===== config.mk =====
export PLATFORM = sky130hd
export DESIGN_NAME = atan2_polynomial_core
export DESIGN_NICKNAME = d
export VERILOG_FILES = /design/src/sv/at2p_pkg.sv /design/src/sv/at2p_div_step.sv /design/src/sv/at2p_poly.sv /design/src/sv/atan2_polynomial_core.sv
export SDC_FILE = /design/constraint.sdc
export NUM_CORES = 2
export LEC_CHECK = 0
export BUFFER_PORTS_ARGS = -buffer_cell sky130_fd_sc_hd__buf_4
export CORE_ASPECT_RATIO = 1.75
export CORE_UTILIZATION = 50
export CTS_CLUSTER_DIAMETER = 100
export DETAILED_ROUTE_END_ITERATION = 10
export HOLD_SLACK_MARGIN = 0.15
export PLACE_DENSITY_LB_ADDON = 0.3
export REMOVE_ABC_BUFFERS = 1
export SLEW_MARGIN = 30
export SYNTH_ARGS = -nofsm -noshare
export SYNTH_HDL_FRONTEND = slang
export SYNTH_HIERARCHICAL = 1
export SYNTH_SLANG_ARGS = --single-unit

===== constraint.sdc =====
create_clock -name clk_i -period 8.6 [get_ports clk_i]
set_input_delay 1.29 -clock clk_i [delete_from_list [all_inputs] [get_ports clk_i]]
set_output_delay 1.29 -clock clk_i [all_outputs]
set_load 0.1 [all_outputs]

===== src/sv/at2p_pkg.sv =====
// ----------------------------------------------------------------------------
// at2p_pkg
// Shared types and constants for the atan2 polynomial core.
// ----------------------------------------------------------------------------
package at2p_pkg;

  localparam int unsigned COORD_WIDTH_DEF = 16;
  localparam int unsigned RATIO_FRAC_DEF  = 16;

  // Polynomial datapath: Q.16, signed, wide enough for pi in Q.16
  localparam int unsigned POLY_FRAC = 16;
  localparam int unsigned POLY_W    = 20;
  localparam int unsigned ANGLE_W   = 16;

  // A&S 4.4.49 coefficients, rounded at 2^-16
  localparam logic signed [POLY_W-1:0] NEG_COEF_A  = -20'sd3047;
  localparam logic signed [POLY_W-1:0] COEF_B      = 20'sd10441;
  localparam logic signed [POLY_W-1:0] COEF_C      = 20'sd21471;
  localparam logic signed [POLY_W-1:0] HALF_PI_Q16 = 20'sd102944;
  localparam logic signed [POLY_W-1:0] PI_Q16      = 20'sd205887;
  localparam logic signed [POLY_W-1:0] ROUND_HALF  = 20'sd4;

  localparam logic signed [ANGLE_W-1:0] ANGLE_MAX = 16'sd25736;

  // Quadrant flags carried alongside the ratio
  typedef struct packed {
    logic zero;    // both coordinates zero
    logic swap;    // |y| > |x|
    logic x_neg;
    logic y_neg;
  } at2p_quad_t;

endpackage


===== src/sv/at2p_div_step.sv =====
// ----------------------------------------------------------------------------
// at2p_div_step
// One restoring-division step as a pipeline stage: one quotient bit per item.
// ----------------------------------------------------------------------------
module at2p_div_step #(
  parameter int unsigned COORD_WIDTH     = at2p_pkg::COORD_WIDTH_DEF,
  parameter int unsigned RATIO_FRAC_BITS = at2p_pkg::RATIO_FRAC_DEF
) (
  input  logic                       clk_i,
  input  logic                       rst_ni,
  input  logic                       valid_i,
  output logic                       ready_o,
  input  logic [COORD_WIDTH-1:0]     rem_i,
  input  logic [COORD_WIDTH-1:0]     hi_i,
  input  logic [RATIO_FRAC_BITS:0]   quo_i,
  input  at2p_pkg::at2p_quad_t       quad_i,
  output logic                       valid_o,
  input  logic                       ready_i,
  output logic [COORD_WIDTH-1:0]     rem_o,
  output logic [COORD_WIDTH-1:0]     hi_o,
  output logic [RATIO_FRAC_BITS:0]   quo_o,
  output at2p_pkg::at2p_quad_t       quad_o
);
  import at2p_pkg::*;

  logic                       valid_q;
  logic [COORD_WIDTH:0]       trial;
  logic [COORD_WIDTH:0]       diff;
  logic                       ge;
  logic [COORD_WIDTH-1:0]     rem_d, rem_q;
  logic [COORD_WIDTH-1:0]     hi_q;
  logic [RATIO_FRAC_BITS:0]   quo_d, quo_q;
  at2p_quad_t                 quad_q;

  // rem < hi on entry, so the doubled remainder fits in one extra bit
  always_comb begin
    trial = {rem_i, 1'b0};
    diff  = trial - {1'b0, hi_i};
    ge    = (trial >= {1'b0, hi_i});
    rem_d = ge ? diff[COORD_WIDTH-1:0] : trial[COORD_WIDTH-1:0];
    quo_d = {quo_i[RATIO_FRAC_BITS-1:0], ge};
  end

  assign ready_o = !valid_q || ready_i;

  always_ff @(posedge clk_i or negedge rst_ni) begin
    if (!rst_ni) begin
      valid_q <= 1'b0;
    end else if (ready_o) begin
      valid_q <= valid_i;
    end
  end

  always_ff @(posedge clk_i) begin
    if (ready_o && valid_i) begin
      rem_q  <= rem_d;
      hi_q   <= hi_i;
      quo_q  <= quo_d;
      quad_q <= quad_i;
    end
  end

  assign valid_o = valid_q;
  assign rem_o   = rem_q;
  assign hi_o    = hi_q;
  assign quo_o   = quo_q;
  assign quad_o  = quad_q;

endmodule


===== src/sv/at2p_poly.sv =====
// ----------------------------------------------------------------------------
// at2p_poly
// Five-stage pipeline evaluating atan(a) ~= a + a^3*(-C + a^2*(B - A*a^2)),
// one multiplier per stage, products floored to Q.16.
// ----------------------------------------------------------------------------
module at2p_poly #(
  parameter int unsigned RATIO_FRAC_BITS = at2p_pkg::RATIO_FRAC_DEF
) (
  input  logic                                 clk_i,
  input  logic                                 rst_ni,
  input  logic                                 valid_i,
  output logic                                 ready_o,
  input  logic [RATIO_FRAC_BITS:0]             ratio_i,
  input  at2p_pkg::at2p_quad_t                 quad_i,
  output logic                                 valid_o,
  input  logic                                 ready_i,
  output logic signed [at2p_pkg::POLY_W-1:0]   mag_o,
  output at2p_pkg::at2p_quad_t                 quad_o
);
  import at2p_pkg::*;

  localparam int unsigned NST = 5;

  function automatic logic signed [POLY_W-1:0] mul_q16(
    input logic signed [POLY_W-1:0] x,
    input logic signed [POLY_W-1:0] y
  );
    logic signed [2*POLY_W-1:0] pr;
    pr = x * y;
    return POLY_W'(pr >>> POLY_FRAC);
  endfunction

  logic [POLY_FRAC:0]        a_u;
  logic signed [POLY_W-1:0]  a_c;

  // Ratio to Q.16: drop low bits or pad with zeros
  generate
    if (RATIO_FRAC_BITS >= POLY_FRAC) begin : g_trunc
      assign a_u = ratio_i[RATIO_FRAC_BITS -: (POLY_FRAC + 1)];
    end else begin : g_pad
      assign a_u = {ratio_i, {(POLY_FRAC - RATIO_FRAC_BITS){1'b0}}};
    end
  endgenerate

  assign a_c = $signed({{(POLY_W - POLY_FRAC - 1){1'b0}}, a_u});

  logic [NST-1:0] v_q;
  logic [NST-1:0] rdy;

  at2p_quad_t s1_quad_q, s2_quad_q, s3_quad_q, s4_quad_q, s5_quad_q;
  logic signed [POLY_W-1:0] s1_a_q, s1_sq_q;
  logic signed [POLY_W-1:0] s2_a_q, s2_sq_q, s2_p_q;
  logic signed [POLY_W-1:0] s3_a_q, s3_sq_q, s3_p_q;
  logic signed [POLY_W-1:0] s4_a_q, s4_p_q;
  logic signed [POLY_W-1:0] s5_mag_q;

  logic signed [POLY_W-1:0] s1_sq_d, s2_p_d, s3_p_d, s4_p_d, s5_mag_d;

  always_comb begin
    s1_sq_d  = mul_q16(a_c, a_c);
    s2_p_d   = mul_q16(NEG_COEF_A, s1_sq_q) + COEF_B;
    s3_p_d   = mul_q16(s2_p_q, s2_sq_q) - COEF_C;
    s4_p_d   = mul_q16(s3_p_q, s3_sq_q);
    s5_mag_d = mul_q16(s4_p_q, s4_a_q) + s4_a_q;
  end

  // A stage loads when empty or when its content moves on
  always_comb begin
    rdy[NST-1] = !v_q[NST-1] || ready_i;
    for (int k = NST - 2; k >= 0; k--) begin
      rdy[k] = !v_q[k] || rdy[k+1];
    end
  end

  assign ready_o = rdy[0];

  always_ff @(posedge clk_i or negedge rst_ni) begin
    if (!rst_ni) begin
      v_q <= '0;
    end else begin
      if (rdy[0]) v_q[0] <= valid_i;
      for (int k = 1; k < NST; k++) begin
        if (rdy[k]) v_q[k] <= v_q[k-1];
      end
    end
  end

  always_ff @(posedge clk_i) begin
    if (rdy[0] && valid_i) begin
      s1_quad_q <= quad_i;
      s1_a_q    <= a_c;
      s1_sq_q   <= s1_sq_d;
    end
    if (rdy[1] && v_q[0]) begin
      s2_quad_q <= s1_quad_q;
      s2_a_q    <= s1_a_q;
      s2_sq_q   <= s1_sq_q;
      s2_p_q    <= s2_p_d;
    end
    if (rdy[2] && v_q[1]) begin
      s3_quad_q <= s2_quad_q;
      s3_a_q    <= s2_a_q;
      s3_sq_q   <= s2_sq_q;
      s3_p_q    <= s3_p_d;
    end
    if (rdy[3] && v_q[2]) begin
      s4_quad_q <= s3_quad_q;
      s4_a_q    <= s3_a_q;
      s4_p_q    <= s4_p_d;
    end
    if (rdy[4] && v_q[3]) begin
      s5_quad_q <= s4_quad_q;
      s5_mag_q  <= s5_mag_d;
    end
  end

  assign valid_o = v_q[NST-1];
  assign mag_o   = s5_mag_q;
  assign quad_o  = s5_quad_q;

endmodule


===== src/sv/atan2_polynomial_core.sv =====
// ----------------------------------------------------------------------------
// atan2_polynomial_core
// Angle of (x, y) in signed Q2.13 radians: magnitude sort, pipelined
// restoring divider, polynomial pipeline, quadrant fix-up and rounding.
// ----------------------------------------------------------------------------
//  channel | signals                                   | dir
//  --------+-------------------------------------------+-----
//  in      | in_valid_i, in_ready_o, x_coord_i, y_coord_i | in
//  out     | out_valid_o, out_ready_i, angle_o         | out
//
//  One item per cycle sustained while out_ready_i stays high; the stages are
//  1 magnitude stage, one divider stage per ratio fraction bit,
//  5 multiplier stages and 1 output stage.
//  Each stage has its own valid bit and loads when empty or draining, so
//  bubbles are squeezed out under a stall and nothing is dropped.
//  Reset clears only the valid bits; the data registers are not reset.
// ----------------------------------------------------------------------------
module atan2_polynomial_core #(
  parameter int unsigned COORD_WIDTH     = at2p_pkg::COORD_WIDTH_DEF,
  parameter int unsigned RATIO_FRAC_BITS = at2p_pkg::RATIO_FRAC_DEF
) (
  input  logic                                  clk_i,
  input  logic                                  rst_ni,
  input  logic                                  in_valid_i,
  output logic                                  in_ready_o,
  input  logic signed [COORD_WIDTH-1:0]         x_coord_i,
  input  logic signed [COORD_WIDTH-1:0]         y_coord_i,
  output logic                                  out_valid_o,
  input  logic                                  out_ready_i,
  output logic signed [at2p_pkg::ANGLE_W-1:0]   angle_o
);
  import at2p_pkg::*;

  localparam int unsigned W = COORD_WIDTH;
  localparam int unsigned R = RATIO_FRAC_BITS;

  // ---------------- magnitude stage ----------------
  logic [W-1:0]  ax, ay, lo, hi;
  logic          q_top;
  at2p_quad_t    quad_c;

  always_comb begin
    ax     = x_coord_i[W-1] ? (~x_coord_i + 1'b1) : x_coord_i;
    ay     = y_coord_i[W-1] ? (~y_coord_i + 1'b1) : y_coord_i;
    quad_c.zero  = (ax == '0) && (ay == '0);
    quad_c.swap  = (ay > ax);
    quad_c.x_neg = x_coord_i[W-1];
    quad_c.y_neg = y_coord_i[W-1];
    lo     = quad_c.swap ? ax : ay;
    hi     = quad_c.swap ? ay : ax;
    // integer quotient bit: set only for equal magnitudes
    q_top  = (lo == hi);
  end

  logic           v_s   [R+1];
  logic           rdy_s [R+1];
  logic [W-1:0]   rem_s [R+1];
  logic [W-1:0]   hi_s  [R+1];
  logic [R:0]     quo_s [R+1];
  at2p_quad_t     quad_s[R+1];

  logic s0_v_q;
  assign in_ready_o = !s0_v_q || rdy_s[0];

  always_ff @(posedge clk_i or negedge rst_ni) begin
    if (!rst_ni) begin
      s0_v_q <= 1'b0;
    end else if (in_ready_o) begin
      s0_v_q <= in_valid_i;
    end
  end

  always_ff @(posedge clk_i) begin
    if (in_ready_o && in_valid_i) begin
      rem_s[0]  <= q_top ? '0 : lo;
      hi_s[0]   <= hi;
      quo_s[0]  <= (R+1)'(q_top);
      quad_s[0] <= quad_c;
    end
  end

  assign v_s[0] = s0_v_q;

  // ---------------- divider: one fraction bit per stage ----------------
  for (genvar k = 0; k < R; k++) begin : g_div
    at2p_div_step #(
      .COORD_WIDTH    (COORD_WIDTH),
      .RATIO_FRAC_BITS(RATIO_FRAC_BITS)
    ) u_step (
      .clk_i  (clk_i),
      .rst_ni (rst_ni),
      .valid_i(v_s[k]),
      .ready_o(rdy_s[k]),
      .rem_i  (rem_s[k]),
      .hi_i   (hi_s[k]),
      .quo_i  (quo_s[k]),
      .quad_i (quad_s[k]),
      .valid_o(v_s[k+1]),
      .ready_i(rdy_s[k+1]),
      .rem_o  (rem_s[k+1]),
      .hi_o   (hi_s[k+1]),
      .quo_o  (quo_s[k+1]),
      .quad_o (quad_s[k+1])
    );
  end

  // ---------------- polynomial ----------------
  logic                      poly_v;
  logic                      poly_rdy;
  logic signed [POLY_W-1:0]  poly_mag;
  at2p_quad_t                poly_quad;

  at2p_poly #(
    .RATIO_FRAC_BITS(RATIO_FRAC_BITS)
  ) u_poly (
    .clk_i  (clk_i),
    .rst_ni (rst_ni),
    .valid_i(v_s[R]),
    .ready_o(rdy_s[R]),
    .ratio_i(quo_s[R]),
    .quad_i (quad_s[R]),
    .valid_o(poly_v),
    .ready_i(poly_rdy),
    .mag_o  (poly_mag),
    .quad_o (poly_quad)
  );

  // ---------------- quadrant fix-up and rounding ----------------
  logic signed [POLY_W-1:0]  m1, m2, mcl, msum;
  logic [ANGLE_W-1:0]        rnd;
  logic signed [ANGLE_W-1:0] angle_d, angle_q;
  logic                      out_v_q;

  always_comb begin
    m1      = poly_quad.swap  ? (HALF_PI_Q16 - poly_mag) : poly_mag;
    m2      = poly_quad.x_neg ? (PI_Q16 - m1) : m1;
    mcl     = m2[POLY_W-1] ? '0 : m2;
    msum    = mcl + ROUND_HALF;
    rnd     = msum[ANGLE_W+2:3];
    if (poly_quad.zero) begin
      angle_d = '0;
    end else if (poly_quad.y_neg) begin
      angle_d = $signed(-rnd);
    end else begin
      angle_d = $signed(rnd);
    end
  end

  assign poly_rdy = !out_v_q || out_ready_i;

  always_ff @(posedge clk_i or negedge rst_ni) begin
    if (!rst_ni) begin
      out_v_q <= 1'b0;
    end else if (poly_rdy) begin
      out_v_q <= poly_v;
    end
  end

  always_ff @(posedge clk_i) begin
    if (poly_rdy && poly_v) begin
      angle_q <= angle_d;
    end
  end

  assign out_valid_o = out_v_q;
  assign angle_o     = angle_q;

`ifndef SYNTH
  // quotient never exceeds 1.0; a zero pair divides by zero and is ignored
  a_ratio_max: assert property (@(posedge clk_i) disable iff (!rst_ni)
    v_s[R] && !quad_s[R].zero && quo_s[R][R] |-> quo_s[R][R-1:0] == '0)
    else $error("ratio above 1.0");

  // atan of a ratio in [0,1] lies in [0, pi/2]
  a_poly_range: assert property (@(posedge clk_i) disable iff (!rst_ni)
    poly_v && !poly_quad.zero |-> poly_mag >= 0 && poly_mag <= HALF_PI_Q16)
    else $error("polynomial magnitude out of range");

  a_angle_range: assert property (@(posedge clk_i) disable iff (!rst_ni)
    out_valid_o |-> angle_o <= ANGLE_MAX && angle_o >= -ANGLE_MAX)
    else $error("angle beyond pi");

  // a finished item leaving the fix-up stage lands in the output register
  a_out_load: assert property (@(posedge clk_i) disable iff (!rst_ni)
    poly_v && poly_rdy |=> out_valid_o && angle_o == $past(angle_d))
    else $error("output register not loaded");
`endif

endmodule


## Yosys cells after proc, flatten, opt, wreduce, memory -nomap -nowiden

Cells that the tools add are included.

- Register bits after elaboration: 994
- Input bits: 36
- Output and inout port bits: 18
- Word-level logic and storage cells: 331

- $add $sub $neg: 24
- Multiply operators: 5
- $lt $le $gt $ge: 17
- Equal/unequal tests: 1
- Muxes and demuxes: 23
- Bitwise logic cells: 2
- Reductions and logical operators: 72

Operator list:

| kind | count |
|---|---|
| $mux 16 | 20 |
| $ge 17x16->1 | 16 |
| $sub 16x16->16 | 15 |
| $mul 20x19->36 | 2 |
| $mux 20 | 2 |
| $mul 20x18->36 | 1 |
| $mul 17x17->34 | 1 |
| $add 16x1->16 const B | 2 |
| $logic_not 16->1 | 2 |
| $mul 13x19->32 const A | 1 |
| $not 16->16 | 2 |
| $logic_and 1x1->1 | 24 |
| $logic_not 1->1 | 23 |
| $logic_or 1x1->1 | 23 |
| $add 20x15->20 const B | 1 |
| $add 20x18->20 | 1 |
| $sub 18x20->20 const A | 1 |
| $sub 19x20->20 const A | 1 |
| $sub 20x16->20 const B | 1 |
| $add 19x3->19 const B | 1 |
| $mux 19 | 1 |
| $eq 16x16->1 | 1 |
| $gt 16x16->1 | 1 |
| $neg 16->16 | 1 |

## Longest topological paths before layout

- Depth after elaboration: 25
- Gate-level depth with buffers: 37
- Depth with buffers taken out: 36

## By module

The synthesis kept the hierarchy.

Modules (own cells, without submodules):

| module | instances | cells each | area each (um^2) | sequential area each (um^2) |
|---|---|---|---|---|
| at2p_poly | 1 | 5450 | 53465.0 | 6701.4 |
| at2p_div_step (g_div[0].u_step ...) | 15 | 211 | 2758.9 | 1616.6 |
| atan2_polynomial_core | 1 | 677 | 5859.4 | 1641.6 |
| at2p_div_step (g_div[5].u_step) | 1 | 216 | 2726.4 | 1616.6 |

## Worst setup path after synthesis

Ideal clock, no wire load.

- Path type: reg-to-reg
- Start: register u_poly.s4_a_q[3]
- End: register u_poly.s5_mag_q[19] (netlist: u_poly/mag_o[19]) (data pin)
- Setup time: 0.258 ns
- Arrival time: 8.186 ns
- Data required time: 8.342 ns
- Setup slack: 0.156 ns
- Stages on the path, launching flop included: 36
- Path buffers: 1
- Period minus slack after synthesis: 8.444 ns
- Cells stage by stage: edfxtp_1 -> clkbuf_1 -> and2_1 -> fa_1 -> inv_1 -> fa_1 -> fa_1 -> fa_1 -> inv_1 -> fa_1 -> inv_1 -> fa_1 -> inv_1 -> ha_1 -> a21o_1 -> a21oi_1 -> a21boi_1 -> o31ai_1 -> nor2b_1 -> nor2b_1 -> o21a_1 -> o21a_1 -> o21a_1 -> or2_2 -> a21oi_1 -> xnor2_1 -> ha_1 -> nand3_1 -> nand2_1 -> a41o_1 -> nor4_1 -> o41ai_1 -> a31oi_1 -> or4_1 -> nand4_1 -> xnor2_1

- Word-level cells in the longest chain between the ends: 2

RTL lines:

| what | RTL line | text |
|---|---|---|
| start: declaration | at2p_poly.sv:54 | `logic signed [POLY_W-1:0] s4_a_q, s4_p_q;` |
| start signal: assignment | at2p_poly.sv:108 | `s4_a_q <= s3_a_q;` |
| $mul 20x18->36 | at2p_poly.sv:29 | `pr = x * y;` |
| $add 20x18->20 (*) | at2p_poly.sv:64 | `s5_mag_d = mul_q16(s4_p_q, s4_a_q) + s4_a_q;` |
| net u_poly.s5_mag_d[19] | at2p_poly.sv:57 | `logic signed [POLY_W-1:0] s1_sq_d, s2_p_d, s3_p_d, s4_p_d, s5_mag_d;` |
| end signal: assignment | at2p_poly.sv:113 | `s5_mag_q <= s5_mag_d;` |
| end: declaration | at2p_poly.sv:55 | `logic signed [POLY_W-1:0] s5_mag_q;` |

The timed path passes the listed nets; every way through them passes the cells marked *.
A chain may end at the register's enable or synchronous reset.

## Worst setup path after layout

- Start: register u_poly.s4_p_q[3]
- End: register u_poly.s5_mag_q[19] (netlist: u_poly/mag_o[19]) (data pin)

- Word-level cells in the longest chain between the ends: 2

RTL lines:

| what | RTL line | text |
|---|---|---|
| start: declaration | at2p_poly.sv:54 |  |
| start signal: assignment | at2p_poly.sv:109 | `s4_p_q <= s4_p_d;` |
| $mul 20x18->36 | at2p_poly.sv:29 |  |
| $add 20x18->20 | at2p_poly.sv:64 |  |
| net u_poly.s5_mag_d[19] | at2p_poly.sv:57 |  |

The timed path passes the listed nets, and every way through them passes these cells.

==> flow_metrics.env <==
export IMPL_rsz0062_at_grt="true"
export IMPL_cts_tree="done"
export IMPL_netlist_area_um2=98200
export IMPL_clk_latency_ns=0.76
export IMPL_io_pins=54
export IMPL_cp_arrival_ns=9.02
export IMPL_ctsHoldBuffers=0
export IMPL_dieArea_um2=198000
export IMPL_hold_depth=0
export IMPL_r2r_cells=35
export IMPL_drtIter0Drc=2913
export IMPL_vias=65504
export IMPL_critical_path_max_stage_delay_ns=0.56
export IMPL_crit_slowest_cell="fa_1"
export IMPL_dieWidth_um=337
export IMPL_clock_sinks=991
export IMPL_grt_usage_pct=24.4
export IMPL_coreArea_um2=195000
export IMPL_multiInputGateArea_um2=60500
export IMPL_place_congestion=0.914
export IMPL_grt_first_pass_wirelength_um=376000
export IMPL_cts_buffers=97
export IMPL_endpoint_kind="register"
export IMPL_stdcell_count=11988
export IMPL_grt_overflow=0
export IMPL_area_growth_syn_to_layout_pct=7.32
export IMPL_wl_per_cell_um=19.6
export IMPL_antenna_left=0
export IMPL_crit_fanout=5
export IMPL_hp_class="register to register"
export IMPL_cts_max_level=3
export IMPL_wirelength_um=235000
export IMPL_regArea_um2=29600
export IMPL_finClkSkew_ns=0.0523
export IMPL_initial_core_util_pct=50.5
export IMPL_worst_pin_slew_ns=0.985
export IMPL_dr_pass1_iters=5
export IMPL_grt_max_degree=49
export IMPL_criticalPathCategory="register to register"
export IMPL_antenna_found_initial=5
export IMPL_max_cap_viol_count=0
export IMPL_period_share_pct=99.6
export IMPL_ys_warn_count=6
export IMPL_cts_buffer_depth=3
export IMPL_routed_via_density=5.46
export IMPL_fin_crit_ns=8.56
export IMPL_netlist_instances=9265
export IMPL_fillers=16916
export IMPL_startpoint_type="register"
export IMPL_fmax_mhz=117
export IMPL_hold_viol=0
export IMPL_drcViolationCount=0
export IMPL_clk_pin_slew_ns=0.07
export IMPL_relSlewSlack_pct=34.3
export IMPL_final_common_cell="inv_1"
export IMPL_avgSynthCellArea_um2=10.6
export IMPL_place_inst=11779
export IMPL_die_h_um=588
export IMPL_rows=214
export IMPL_final_nets=11345
export IMPL_root_buffer="clkbuf_16"
export IMPL_slew_violations=0
export IMPL_critPathMostFrequentCell="fa_1"
export IMPL_hpwl_um=194000
export IMPL_final_cell_mix="1800 x inv_1, 1146 x fa_1, 968 x edfxtp_1"
export IMPL_io_buffers=53
export IMPL_crit_required_ns=9.06
export IMPL_outcome="finished clean"
export IMPL_final_setup_viol_count=0
export IMPL_drive_gt1_share_pct=8.41
export IMPL_grt_pass1_vias=71839
path summary, 6_finish.rpt:
check,start,end,slack (ns)
setup / recovery,u_poly/s4_p_q[3],u_poly/mag_o[19],0.04
hold / removal,g_div[11].u_step/quo_o[9],g_div[12].u_step/quo_o[10],0.40
setup reg to reg,u_poly/s4_p_q[3],u_poly/mag_o[19],0.04
hold reg to reg,g_div[11].u_step/quo_o[9],g_div[12].u_step/quo_o[10],0.40
max in group asynchronous,rst_ni,g_div[7].u_step/valid_o,7.74
min in group asynchronous,rst_ni,g_div[2].u_step/valid_o,0.52
what timing repair did:
action                                  4_1_cts  5_1_grt
endpoints found under the setup margin        6        4
gates resized for setup                      31       29
pin swaps                                    23       33
gates cloned                                  0        0
buffers inserted                             11       11
sequential cells by signal (all words and copies together), names as in the netlist, 5 cells and up:
name,flops
angle_o,16
g_div.u_step/hi_o,240
g_div.u_step/quad_o,64
g_div.u_step/quo_o,152
g_div.u_step/rem_o,240
g_div.u_step/valid_o,16
hi_s,16
rem_s,16
u_poly/mag_o,20
u_poly/s1_a_q,17
u_poly/s1_sq_q,18
u_poly/s2_a_q,17
u_poly/s2_p_q,17
u_poly/s2_sq_q,18
u_poly/s3_a_q,17
u_poly/s3_p_q,20
u_poly/s3_sq_q,18
u_poly/s4_a_q,17
u_poly/s4_p_q,20
u_poly/v_q,5
metal layers:
layer	vias up	track usage, %	wire length [µm]
met4	4	17.2	18900
met1	32861	21.9	73100
met2	1543	49.4	137000
met5	-	0	30
met3	805	2.31	6550
li1	30291	-	-
final cells by class:
class                           instances  area share (%)
Inverter                             1807            6.44
Clock buffer                          115            2.38
Sequential cell                       991            28.1
Multi-Input combinational cell       6160            57.4
Clock inverter                         68           0.755
Tap cell                             2592            3.08
Antenna cell                            3         0.00712
Timing Repair Buffer                  252            1.87
critical path: cells and delay by family, from the launching register on:
family | cells | cell delay (ns)
buf+inv | 6 | 0.70
compound gates | 12 | 2.38
flops | 1 | 0.53
simple gates | 7 | 1.09
fa+ha+maj | 8 | 3.29
xor+xnor | 2 | 0.28
through the flow:
| step | hold slack [ns] | setup WS, ns | cell area (µm²) | setup TNS (ns) | util, % |
|---|---|---|---|---|---|
| final | 0.399 | 0.0379 | 105000 | 0 | 54.1 |
| after global routing | 0.405 | -0.403 | 105000 | -0.814 | 54.1 |
| after CTS | 0.404 | 0.0136 | 105000 | 0 | 54.0 |
| after detailed placement | 0.405 | -0.687 | 102000 | -1.97 | 52.2 |
| after global placement | 0.400 | -0.414 | 102000 | -0.844 | 52.2 |
| after floorplan | 0.400 | 0.140 | 96600 | 0 | - |
Power is left out: the tool's default activity adds up to more than one toggle a clock period on the data nets, which glitch-free logic cannot reach.
